$ cat src/rtl/spmv_pkg.sv
// ----------------------------------------------------------------------------
// spmv_pkg: shared types and constants for the CSR matrix-vector multiplier
// Command codes, field widths and the control word that travels with each
// item down the multiply and accumulate stages.
// ----------------------------------------------------------------------------
`default_nettype none

package spmv_pkg;

    // Field widths fixed by the item format
    localparam int unsigned CMD_W  = 2;
    localparam int unsigned COL_W  = 12;
    localparam int unsigned ROW_W  = 12;
    localparam int unsigned IN_W   = 32;
    localparam int unsigned ACC_W  = 64;
    localparam int unsigned FLAG_W = 2;
    localparam int unsigned CC_W   = 13;
    // Wide enough to hold the largest supported column limit
    localparam int unsigned CMP_W  = 17;

    localparam logic [CC_W-1:0] CC_RESET = 13'd4096;

    // Command codes
    localparam logic [CMD_W-1:0] CMD_LOAD    = 2'd0;
    localparam logic [CMD_W-1:0] CMD_NONZERO = 2'd1;
    localparam logic [CMD_W-1:0] CMD_CLOSE   = 2'd2;

    // Flag bit positions
    localparam int unsigned FLAG_BAD_COL = 0;
    localparam int unsigned FLAG_SAT     = 1;

    // Control word carried with a nonzero or close item
    typedef struct packed {
        logic nonzero;
        logic col_ok;
        logic close;
    } spmv_ctl_t;

endpackage

`default_nettype wire

$ cat src/rtl/spmv_multiply.sv
// ----------------------------------------------------------------------------
// spmv_multiply: product stage
// Multiplies the nonzero value by the stored vector element and registers
// the exact product together with the item's control word.
// ----------------------------------------------------------------------------
`default_nettype none

module spmv_multiply #(
    parameter int unsigned VALUE_BITS = 32
) (
    input  wire logic                              aclk,
    input  wire logic                              aresetn,
    input  wire logic                              in_valid,
    output logic                                   in_ready,
    input  wire spmv_pkg::spmv_ctl_t               in_ctl,
    input  wire logic signed [VALUE_BITS-1:0]      in_value,
    input  wire logic signed [VALUE_BITS-1:0]      in_x,
    output logic                                   out_valid,
    input  wire logic                              out_ready,
    output spmv_pkg::spmv_ctl_t                    out_ctl,
    output logic signed [2*VALUE_BITS-1:0]         out_product
);

    import spmv_pkg::*;

    logic                           valid_reg;
    spmv_ctl_t                      ctl_reg;
    logic signed [2*VALUE_BITS-1:0] product_reg;
    logic signed [2*VALUE_BITS-1:0] product_next;
    logic                           take;

    assign in_ready = !valid_reg || out_ready;
    assign take     = in_valid && in_ready;

    // Form the exact product
    assign product_next = in_value * in_x;

    // Track stage occupancy
    always_ff @(posedge aclk) begin
        if (!aresetn) begin
            valid_reg <= 1'b0;
        end else if (take) begin
            valid_reg <= 1'b1;
        end else if (out_ready) begin
            valid_reg <= 1'b0;
        end
    end

    // Capture the product and control word
    always_ff @(posedge aclk) begin
        if (take) begin
            ctl_reg     <= in_ctl;
            product_reg <= product_next;
        end
    end

    assign out_valid   = valid_reg;
    assign out_ctl     = ctl_reg;
    assign out_product = product_reg;

endmodule

`default_nettype wire

$ cat config.mk
export PLATFORM = sky130hd
export DESIGN_NAME = spmv_multiply
export DESIGN_NICKNAME = d
export VERILOG_FILES = /design/src/rtl/spmv_pkg.sv /design/src/rtl/spmv_multiply.sv
export SDC_FILE = /design/constraint.sdc
export NUM_CORES = 2
export LEC_CHECK = 0
export ABC_AREA = 1
export BUFFER_PORTS_ARGS = -buffer_cell sky130_fd_sc_hd__buf_2
export CELL_PAD_IN_SITES_DETAIL_PLACEMENT = 1
export CELL_PAD_IN_SITES_GLOBAL_PLACEMENT = 1
export CORE_MARGIN = 3
export CORE_UTILIZATION = 40
export DETAILED_ROUTE_END_ITERATION = 10
export GPL_ROUTABILITY_DRIVEN = 1
export PLACE_DENSITY = 0.82
export SKIP_CTS_REPAIR_TIMING = 1
export SLEW_MARGIN = 20
export SYNTH_ARGS = -nofsm -noshare
export SYNTH_HDL_FRONTEND = slang
export SYNTH_SLANG_ARGS = --single-unit
export TNS_END_PERCENT = 30
$ cat constraint.sdc
create_clock -name aclk -period 7.56 [get_ports aclk]
set_clock_uncertainty 0.1 [all_clocks]
set_input_delay 1.134 -clock aclk [delete_from_list [all_inputs] [get_ports aclk]]
set_output_delay 1.134 -clock aclk [all_outputs]
set_load 0.02 [all_outputs]
==> results.json <==
{
  "clkLatencyLatePin_ps": 340,
  "synth_top_cell_by_area": "fa_1",
  "num_vias": 37800,
  "gp_congestion": 0.9469,
  "crit_top_cell": "fa_1",
  "path_max_fanout": 16,
  "synth-edff-count": 67,
  "synth_most_common_cell": "inv_1",
  "clk_pin_slew_ps": 60,
  "first_pass_iters": 6,
  "start_util_pct": 40.50,
  "synth_top_area_share_pct": 53.17,
  "io_pins": 140,
  "critPathLaunchType": "input port",
  "min_to": "out_valid",
  "die_w_um": 325.1,
  "grt_overflow_total": 0,
  "hold_violations": 0,
  "cp-startpoint": "in_x[8]",
  "r2r-end": "out_product[35]",
  "reg2reg_slack_ps": 5750,
  "min_path_cells": 2,
  "violations": "setup timing",
  "cts_tree": "yes",
  "relSlewSlack_pct": 31.93,
  "fp-row-count": 116,
  "cp_data_required_time_ps": 7560,
  "yosysSeqAreaShare_pct": 4.988,
  "fp.dieH_um": 325.1,
  "avgViaCountPerCell": 5.512,
  "timing.rr.start": "out_valid",
  "rsz0062_at_grt": "true",
  "hp-start": "out_valid",
  "finalCritPeriodShare_pct": 108.0,
  "synth_ff_type": "edfxtp_1",
  "antenna_found_initial": 6,
  "worst_r2r_path_depth": 2,
  "clockRootBuffer": "clkbuf_16",
  "clkSinkCount": 68,
  "h-tree-depth": 3,
  "final_max_slew_viol_count": 0,
  "ant_nets": 0,
  "wl_per_cell_um": 26.77,
  "finalNetCount": 6832,
  "ys_types": 35,
  "crit_slowest_cell": "fa_1",
  "ys_warn_count": 0,
  "setup_ws_ps": -608.4,
  "critPathKind": "in -> reg",
  "port_buffers": 139,
  "synthTopCellsByArea": "fa_1 53%, inv_1 15%, nand2_1 13%",
  "grt_use_total_pct": 29.32,
  "grt_pass1_wl_mm": 238.5,
  "synth_seq_cells": 68,
  "first_iter_violations": 3256,
  "postSynthAreaPerCell_um2": 8.061,
  "min_period_ps": 8168,
  "dieArea_um2": 105700,
  "grt_pass1_vias": 42540,
  "met2_usage_pct": 52.81,
  "busiest_layer": "met2",
  "synthArstFlopShare_pct": 0,
  "syn_to_final_growth_pct": 20.01,
  "coreArea_um2": 100600,
  "synthTopCellsByCount": "1649 x inv_1, 1449 x nand2_1, 1082 x fa_1",
  "drive_above_1_share_pct": 18.96,
  "syn_inst": 5054,
  "cpLargestDelayFamily": "adder cells",
  "cp_num_buf_inv": 10,
  "max_stage_delay_ps": 790,
  "cts_buffer_depth": 2,
  "hp-class": "reg -> reg",
  "wl_mm": 183.6,
  "crit_path_end_kind": "flip-flop",
  "fmax_mhz": 122.4,
  "synth_nets": 6391,
  "utilization_pct": 48.61,
  "grtUsageMet1_pct": 32.38,
  "met3_usage_pct": 4.180,
  "grt_max_degree": 68,
  "dpl.hpwl_mm": 135.4,
  "worstMarginPinSlew_ps": 1021,
  "max_cap_viol_count": 0,
  "setup_viol": 43,
  "arrival_ps": 8170,
  "route.detailed.drc": 0,
  "netlist_area_um2": 40740,
  "numCtsBuffers": 9,
  "outcome": "finished, violations left"
}
[worst max-delay path by stage]
stage | end | slack [ps] | cells after the start
4_1_cts | out_product[59] | -620 | 26
5_1_grt | out_product[57] | -810 | 27
3_3_place_gp | out_product[46] | -610 | 24
2_1_floorplan | out_product[56] | -200 | 25
3_5_place_dp | out_product[59] | -930 | 26
6_report | out_product[57] | -610 | 28
[through the flow]
stage          instances  TNS (ps)  setup slack [ps]  hold slack (ps)  cell area, µm²
2_1_floorplan       5054     -1489            -204.7            629.5           40900
6_report            6858    -15540            -608.4            473.1           48890
3_3_place_gp        6808    -19300            -605.9            429.2           46450
3_5_place_dp        6808    -29800            -931.3            467.0           46450
4_1_cts             6824    -15680            -621.2            474.0           46810
5_1_grt             6858    -21280            -809.9            540.7           48890
[layer usage]
layer  part of all wire [%]  vias up
met4                     11        8
met2                     48     2660
met3                    9.5     1323
li1                       -    14720
met1                     31    19090
met5                  0.029        -
[worst reg2reg max path: cells and delay by family (launching register included)]
family,cells,cell delay (ps)
AOI/OAI and AO/OA,1,140
buffers and inverters,1,750
DFF,1,350
[sequential cells by signal (all words and copies together) (netlist names)]
register and flops:
out_ctl 3, out_product 64, out_valid 1
[area by class of cell]
type / instances / area, µm²
Inverter: 1657 / 6235
Timing Repair inverter: 1 / 7.507
Clock inverter: 5 / 123.9
Antenna cell: 1 / 2.502
Multi-Input combinational cell: 3137 / 33420
Sequential cell: 68 / 2032
Fill cell: 12010 / 51690
Tap cell: 1357 / 1698
Timing Repair Buffer: 621 / 5139
Clock buffer: 11 / 232.7
[layout by cell type (no fill, tap or decap), types with 4 or more instances in the layout]
cell / count
ha_1: 141
clkbuf_16: 11
edfxtp_1: 67
nand2_2: 68
fa_1: 1021
nand3_1: 58
inv_2: 46
o21ai_0: 7
clkbuf_4: 11
nor2_1: 77
nand4_1: 15
buf_6: 35
o21bai_1: 7
xor2_1: 33
nand3_2: 18
o21ai_1: 9
inv_1: 1606
xnor2_1: 11
nand2_1: 1366
a21oi_2: 31
xor2_2: 5
a21oi_4: 6
nor2_2: 36
bufinv_16: 4
buf_4: 419
buf_12: 45
fa_2: 61
or2_2: 7
nor2_4: 36
ha_4: 39
buf_2: 107
a21oi_1: 24
nand2_4: 25
ha_2: 4
[cells by family after synthesis]
family                   synth area share (%)
buffers and inverters                   17.04
AND/OR/NAND/NOR                         16.75
adder cells (fa/ha/maj)                 58.82
AO/OA/AOI/OAI                           1.333
flip-flops                              4.988
XOR/XNOR                                1.075
Power is not shown: default switching activity piles up to over one toggle a cycle in this logic, so the estimate is an artifact.
