**src/rtl/spmv_pkg.sv**
```systemverilog
// ----------------------------------------------------------------------------
// spmv_pkg: shared types and constants for the CSR matrix-vector multiplier
// Command codes, field widths and the control word that travels with each
// item down the multiply and accumulate stages.
// ----------------------------------------------------------------------------
`default_nettype none

package spmv_pkg;

    // Field widths fixed by the item format
    localparam int unsigned CMD_W  = 2;
    localparam int unsigned COL_W  = 12;
    localparam int unsigned ROW_W  = 12;
    localparam int unsigned IN_W   = 32;
    localparam int unsigned ACC_W  = 64;
    localparam int unsigned FLAG_W = 2;
    localparam int unsigned CC_W   = 13;
    // Wide enough to hold the largest supported column limit
    localparam int unsigned CMP_W  = 17;

    localparam logic [CC_W-1:0] CC_RESET = 13'd4096;

    // Command codes
    localparam logic [CMD_W-1:0] CMD_LOAD    = 2'd0;
    localparam logic [CMD_W-1:0] CMD_NONZERO = 2'd1;
    localparam logic [CMD_W-1:0] CMD_CLOSE   = 2'd2;

    // Flag bit positions
    localparam int unsigned FLAG_BAD_COL = 0;
    localparam int unsigned FLAG_SAT     = 1;

    // Control word carried with a nonzero or close item
    typedef struct packed {
        logic nonzero;
        logic col_ok;
        logic close;
    } spmv_ctl_t;

endpackage

`default_nettype wire

```
**src/rtl/spmv_accumulate.sv**
```systemverilog
// ----------------------------------------------------------------------------
// spmv_accumulate: row accumulator and result register
// Adds each product into a saturating Q32.32 accumulator, collects the row
// flags, and on a row close loads the result register and starts a new row.
// ----------------------------------------------------------------------------
`default_nettype none

module spmv_accumulate #(
    parameter int unsigned VALUE_BITS = 32
) (
    input  wire logic                                 aclk,
    input  wire logic                                 aresetn,
    input  wire logic                                 in_valid,
    output logic                                      in_ready,
    input  wire spmv_pkg::spmv_ctl_t                  in_ctl,
    input  wire logic signed [2*VALUE_BITS-1:0]       in_product,
    output logic                                      m_valid,
    input  wire logic                                 m_ready,
    output logic [spmv_pkg::ROW_W-1:0]                m_row_index,
    output logic signed [spmv_pkg::ACC_W-1:0]         m_row_sum,
    output logic [spmv_pkg::FLAG_W-1:0]               m_row_flags
);

    import spmv_pkg::*;

    logic signed [ACC_W-1:0] acc_reg;
    logic signed [ACC_W-1:0] acc_next;
    logic [FLAG_W-1:0]       err_reg;
    logic [FLAG_W-1:0]       err_next;
    logic [ROW_W-1:0]        row_cnt_reg;
    logic                    out_valid_reg;
    logic [ROW_W-1:0]        out_row_reg;
    logic signed [ACC_W-1:0] out_sum_reg;
    logic [FLAG_W-1:0]       out_flags_reg;

    logic signed [ACC_W-1:0] prod_ext;
    logic signed [ACC_W-1:0] sum;
    logic signed [ACC_W-1:0] sat_val;
    logic                    ovf;
    logic                    take;

    // A closing item needs a free result register; others pass freely
    assign in_ready = !in_ctl.close || !out_valid_reg || m_ready;
    assign take     = in_valid && in_ready;

    // Saturating add of the sign-extended product
    assign prod_ext = ACC_W'(in_product);
    assign sum      = acc_reg + prod_ext;
    assign ovf      = (acc_reg[ACC_W-1] == prod_ext[ACC_W-1]) &&
                      (sum[ACC_W-1] != acc_reg[ACC_W-1]);
    assign sat_val  = acc_reg[ACC_W-1] ? {1'b1, {(ACC_W-1){1'b0}}}
                                       : {1'b0, {(ACC_W-1){1'b1}}};

    // Update the running sum and the flags for this item
    always_comb begin
        acc_next = acc_reg;
        err_next = err_reg;
        if (in_ctl.nonzero) begin
            if (in_ctl.col_ok) begin
                acc_next = ovf ? sat_val : sum;
                if (ovf) begin
                    err_next[FLAG_SAT] = 1'b1;
                end
            end else begin
                err_next[FLAG_BAD_COL] = 1'b1;
            end
        end
    end

    // Row state: accumulate, or emit and clear on close
    always_ff @(posedge aclk) begin
        if (!aresetn) begin
            acc_reg     <= '0;
            err_reg     <= '0;
            row_cnt_reg <= '0;
        end else if (take) begin
            if (in_ctl.close) begin
                acc_reg     <= '0;
                err_reg     <= '0;
                row_cnt_reg <= row_cnt_reg + ROW_W'(1);
            end else begin
                acc_reg <= acc_next;
                err_reg <= err_next;
            end
        end
    end

    // Result register occupancy
    always_ff @(posedge aclk) begin
        if (!aresetn) begin
            out_valid_reg <= 1'b0;
        end else if (take && in_ctl.close) begin
            out_valid_reg <= 1'b1;
        end else if (m_ready) begin
            out_valid_reg <= 1'b0;
        end
    end

    // Result payload
    always_ff @(posedge aclk) begin
        if (take && in_ctl.close) begin
            out_row_reg   <= row_cnt_reg;
            out_sum_reg   <= acc_next;
            out_flags_reg <= err_next;
        end
    end

    assign m_valid     = out_valid_reg;
    assign m_row_index = out_row_reg;
    assign m_row_sum   = out_sum_reg;
    assign m_row_flags = out_flags_reg;

endmodule

`default_nettype wire

```
**config.mk**
```make
export PLATFORM = sky130hd
export DESIGN_NAME = spmv_accumulate
export DESIGN_NICKNAME = d
export VERILOG_FILES = /design/src/rtl/spmv_pkg.sv /design/src/rtl/spmv_accumulate.sv
export SDC_FILE = /design/constraint.sdc
export NUM_CORES = 1
export LEC_CHECK = 0
export ABC_AREA = 1
export BUFFER_PORTS_ARGS = -buffer_cell sky130_fd_sc_hd__buf_2
export CAP_MARGIN = 25
export CORE_ASPECT_RATIO = 1.4
export CORE_MARGIN = 10
export CORE_UTILIZATION = 25
export CTS_CLUSTER_SIZE = 30
export DETAILED_ROUTE_END_ITERATION = 10
export PLACE_DENSITY = 0.51
export SETUP_SLACK_MARGIN = 0.4
export SLEW_MARGIN = 40
export SYNTH_ARGS = -nofsm -noshare
export SYNTH_HDL_FRONTEND = slang
export SYNTH_SLANG_ARGS = --single-unit
export TNS_END_PERCENT = 20
```
**constraint.sdc**
```tcl
create_clock -name aclk -period 3.2 [get_ports aclk]
set_input_delay 0.16 -clock aclk [delete_from_list [all_inputs] [get_ports aclk]]
set_output_delay 0.16 -clock aclk [all_outputs]
set_load 0.02 [all_outputs]
```
==> impl_metrics.tcl <==
set metrics [dict create \
    critical_path.top_delay_family "simple AND/OR/NAND/NOR gates" \
    tightestPinTransition_ns 0.687 \
    crit_slowest_cell "dfxtp_1" \
    critPathBufInv 2 \
    yosysTopAreaCell "nand2_1" \
    place_ws_ns 0.194 \
    rsz0062_at_grt "yes" \
    async_flop_share_pct 0 \
    cts_made_buffers 17 \
    drive_gt1_share_pct 19.5 \
    hpwl_um 39900 \
    clk_latency_ns 0.48 \
    mostFrequentLayoutCells "nand2_1, inv_1, buf_2" \
    vias 12435 \
    ys_seq_area_share_pct 31.0 \
    fin_crit_ns 2.66 \
    numPortBuffers 150 \
    ios 151 \
    fin_hold_ws_ns 0.0482 \
    routed_wl_um 49800 \
    crit_path_frequent_cell "nand2_2" \
    start_util_pct 25.3 \
    ir_drop_uv 359 \
    yosys_warnings 0 \
    dp_cells 2807 \
    combPwrFrac_pct 19.2 \
    p_leak_nw 7.75 \
    clockRootBuffer "clkbuf_16" \
    die_h_um 286 \
    period_share_pct 83.2 \
    fillers 5607 \
    relSlewSlack_pct 54.2 \
    p_clk_share_pct 40.0 \
    cts-htree-levels 4 \
    setup_viol 0 \
    crit_fanout 10 \
    grt_pass1_vias 12213 \
    synthTopCellsByArea "nand2_1, edfxtp_1, dfxtp_1" \
    r2r_start "acc_reg[13]" \
    antenna_found_initial 0 \
    path_clk_slew_ns 0.09 \
    slowest_delay_ns 0.34 \
    end_kind "register" \
    powerDensity_mw_per_mm2 353 \
    first_iter_violations 594 \
    max_freq_ghz 0.376 \
    netlist.area_leader.share_pct 26.7 \
    ys_types 36 \
    crit_start "acc_reg[13]" \
    syn_area_mm2 0.0127 \
    dieArea_mm2 0.0602 \
    p_int_mw 3.59 \
    yosys_register_bits 157 \
    swShare_pct 33.9 \
    num_rows 97 \
    grt.overflow.total 0 \
    core_mm2 0.0501 \
    crit_path_start_kind "register" \
    drv_cap 0 \
    ant_nets 0 \
    pwr-share-seq_pct 40.8 \
    clockBufferDepth 2 \
    drc_errors 0 \
    p_switching_mw 1.84 \
    tritoncts "done" \
    worstPathRequired_ns 3.53 \
    drv_slew 0 \
    grt_max_degree 81 \
    fin_cells 2850 \
    worstPathArrival_ns 2.99 \
    skew_ns 0.0330 \
    hp-start "aresetn" \
    clock_sinks 157 \
    die_w_um 210 \
    multi_input_area_mm2 0.00760 \
    syn_avg_cell_area_um2 6.24 \
    mostFrequentLayoutCell "nand2_1" \
    grt_usage_pct 16.2 \
    fin_nets 2330 \
    grt_pass1_wl_um 74000 \
    synth_edf_count 78 \
    synth_ff_type "dfxtp_1" \
    finalHoldViolCount 0 \
    place.gp.congestion 0.946 \
    crit_chain "ha_4 > nand2_2 > inv_2 > nand2_1 > nor3_2 > nand2_1 > nand2_4 > nand2_2 > nand2_2 > nand2_2 > nand2_2 > nand2_4 > nand2_8 > clkbuf_16 > nand2_2 > nand2_1 > nand2_2 > nand2_1 > a21oi_1" \
    vias_per_cell 4.36 \
    drt-pass1-iter-count 5 \
    hp-class "in2reg" \
    utilization_pct 30.7 \
    worst_slack_ns 0.537 \
    diodes 0 \
    status "finished clean" \
    path_class "reg2reg" \
    wl_per_cell_um 17.5 \
    area_growth_pct 21.5 \
    tns_ns 0 \
    syn_inst 2031 \
    syn-num-nets 2167 \
    register_area_mm2 0.00393 \
]
==> routing by layer <==
| metal | wire [um] | vias to the layer above | track usage [%] |
|---|---|---|---|
| met2 | 26900 | 234 | 31.3 |
| met5 | 0 | - | 0 |
| li1 | - | 6514 | - |
| met1 | 19400 | 5623 | 17.1 |
| met3 | 1490 | 64 | 2.08 |
| met4 | 1950 | 0 | 6.70 |
==> metrics by stage <==
| stage | instance area, um2 | power (mW) |
|---|---|---|
| 4_1_cts | 14900 | 5.46 |
| 3_5_place_dp | 14200 | 3.25 |
| 3_3_place_gp | 14200 | 3.25 |
| 6_report | 15400 | 5.44 |
| 5_1_grt | 15400 | 5.68 |
| 2_1_floorplan | 12700 | 2.91 |
==> power groups by stage <==
stage                     Combinational (mW)  Sequential [mW]  Clock (mW)
after global placement                 0.992             2.26           0
after floorplan                        0.584             2.32           0
after global routing                    1.15             2.23        2.31
after CTS                               1.01             2.22        2.23
after detailed placement               0.991             2.26           0
final                                   1.04             2.22        2.17
==> cell usage after synthesis, types with 12 or more instances <==
cell type	count
a21oi_1	119
clkbuf_1	22
dfxtp_1	79
edfxtp_1	78
ha_1	64
inv_1	340
nand2_1	900
nand2_2	117
nand3_1	48
nand3b_1	18
nand4_1	12
nor2_1	100
nor3_1	15
o21ai_0	12
o21bai_1	12
xnor2_1	31
==> worst paths after layout <==
| kind | to | slack [ns] | depth (start not counted) |
|---|---|---|---|
| hold reg to reg | row_cnt_reg[11] | 0.46 | 1 |
| setup / recovery | acc_reg[43] | 0.54 | 19 |
| hold / removal | row_cnt_reg[6] | 0.05 | 3 |
| setup reg to reg | acc_reg[43] | 0.54 | 19 |
==> cell families after synthesis <==
family / Yosys count / share of synthesized area, %
buffers and inverters: 389 / 12.6
adder cells (fa/ha/maj): 65 / 6.48
XOR/XNOR: 31 / 2.14
flip-flops: 157 / 31.0
AND/OR/NAND/NOR: 1233 / 41.0
AO/OA/AOI/OAI: 156 / 6.79
==> layout make-up <==
type,instances,share of cell area (%)
Clock buffer,17,2.76
Inverter,349,8.58
Timing Repair Buffer,183,7.30
Tap cell,643,5.23
Multi-Input combinational cell,1486,49.4
Clock inverter,15,1.25
Sequential cell,157,25.5
==> repair_timing <==
item,CTS,global route
setup buffers,3,3
gates resized for setup,16,78
endpoints found under the hold margin,2,0
endpoints found under the setup margin,125,127
pin swaps,2,7
hold buffers,2,0
gates cloned,1,2
==> worst min-delay path, delay by kind of cell <==
family                 cells  cell delay, ns
and+or+nand+nor            1            0.09
AOI/OAI and AO/OA          1            0.03
buffers and inverters      1            0.18
Note: power is estimated with default switching activity, not from simulation.
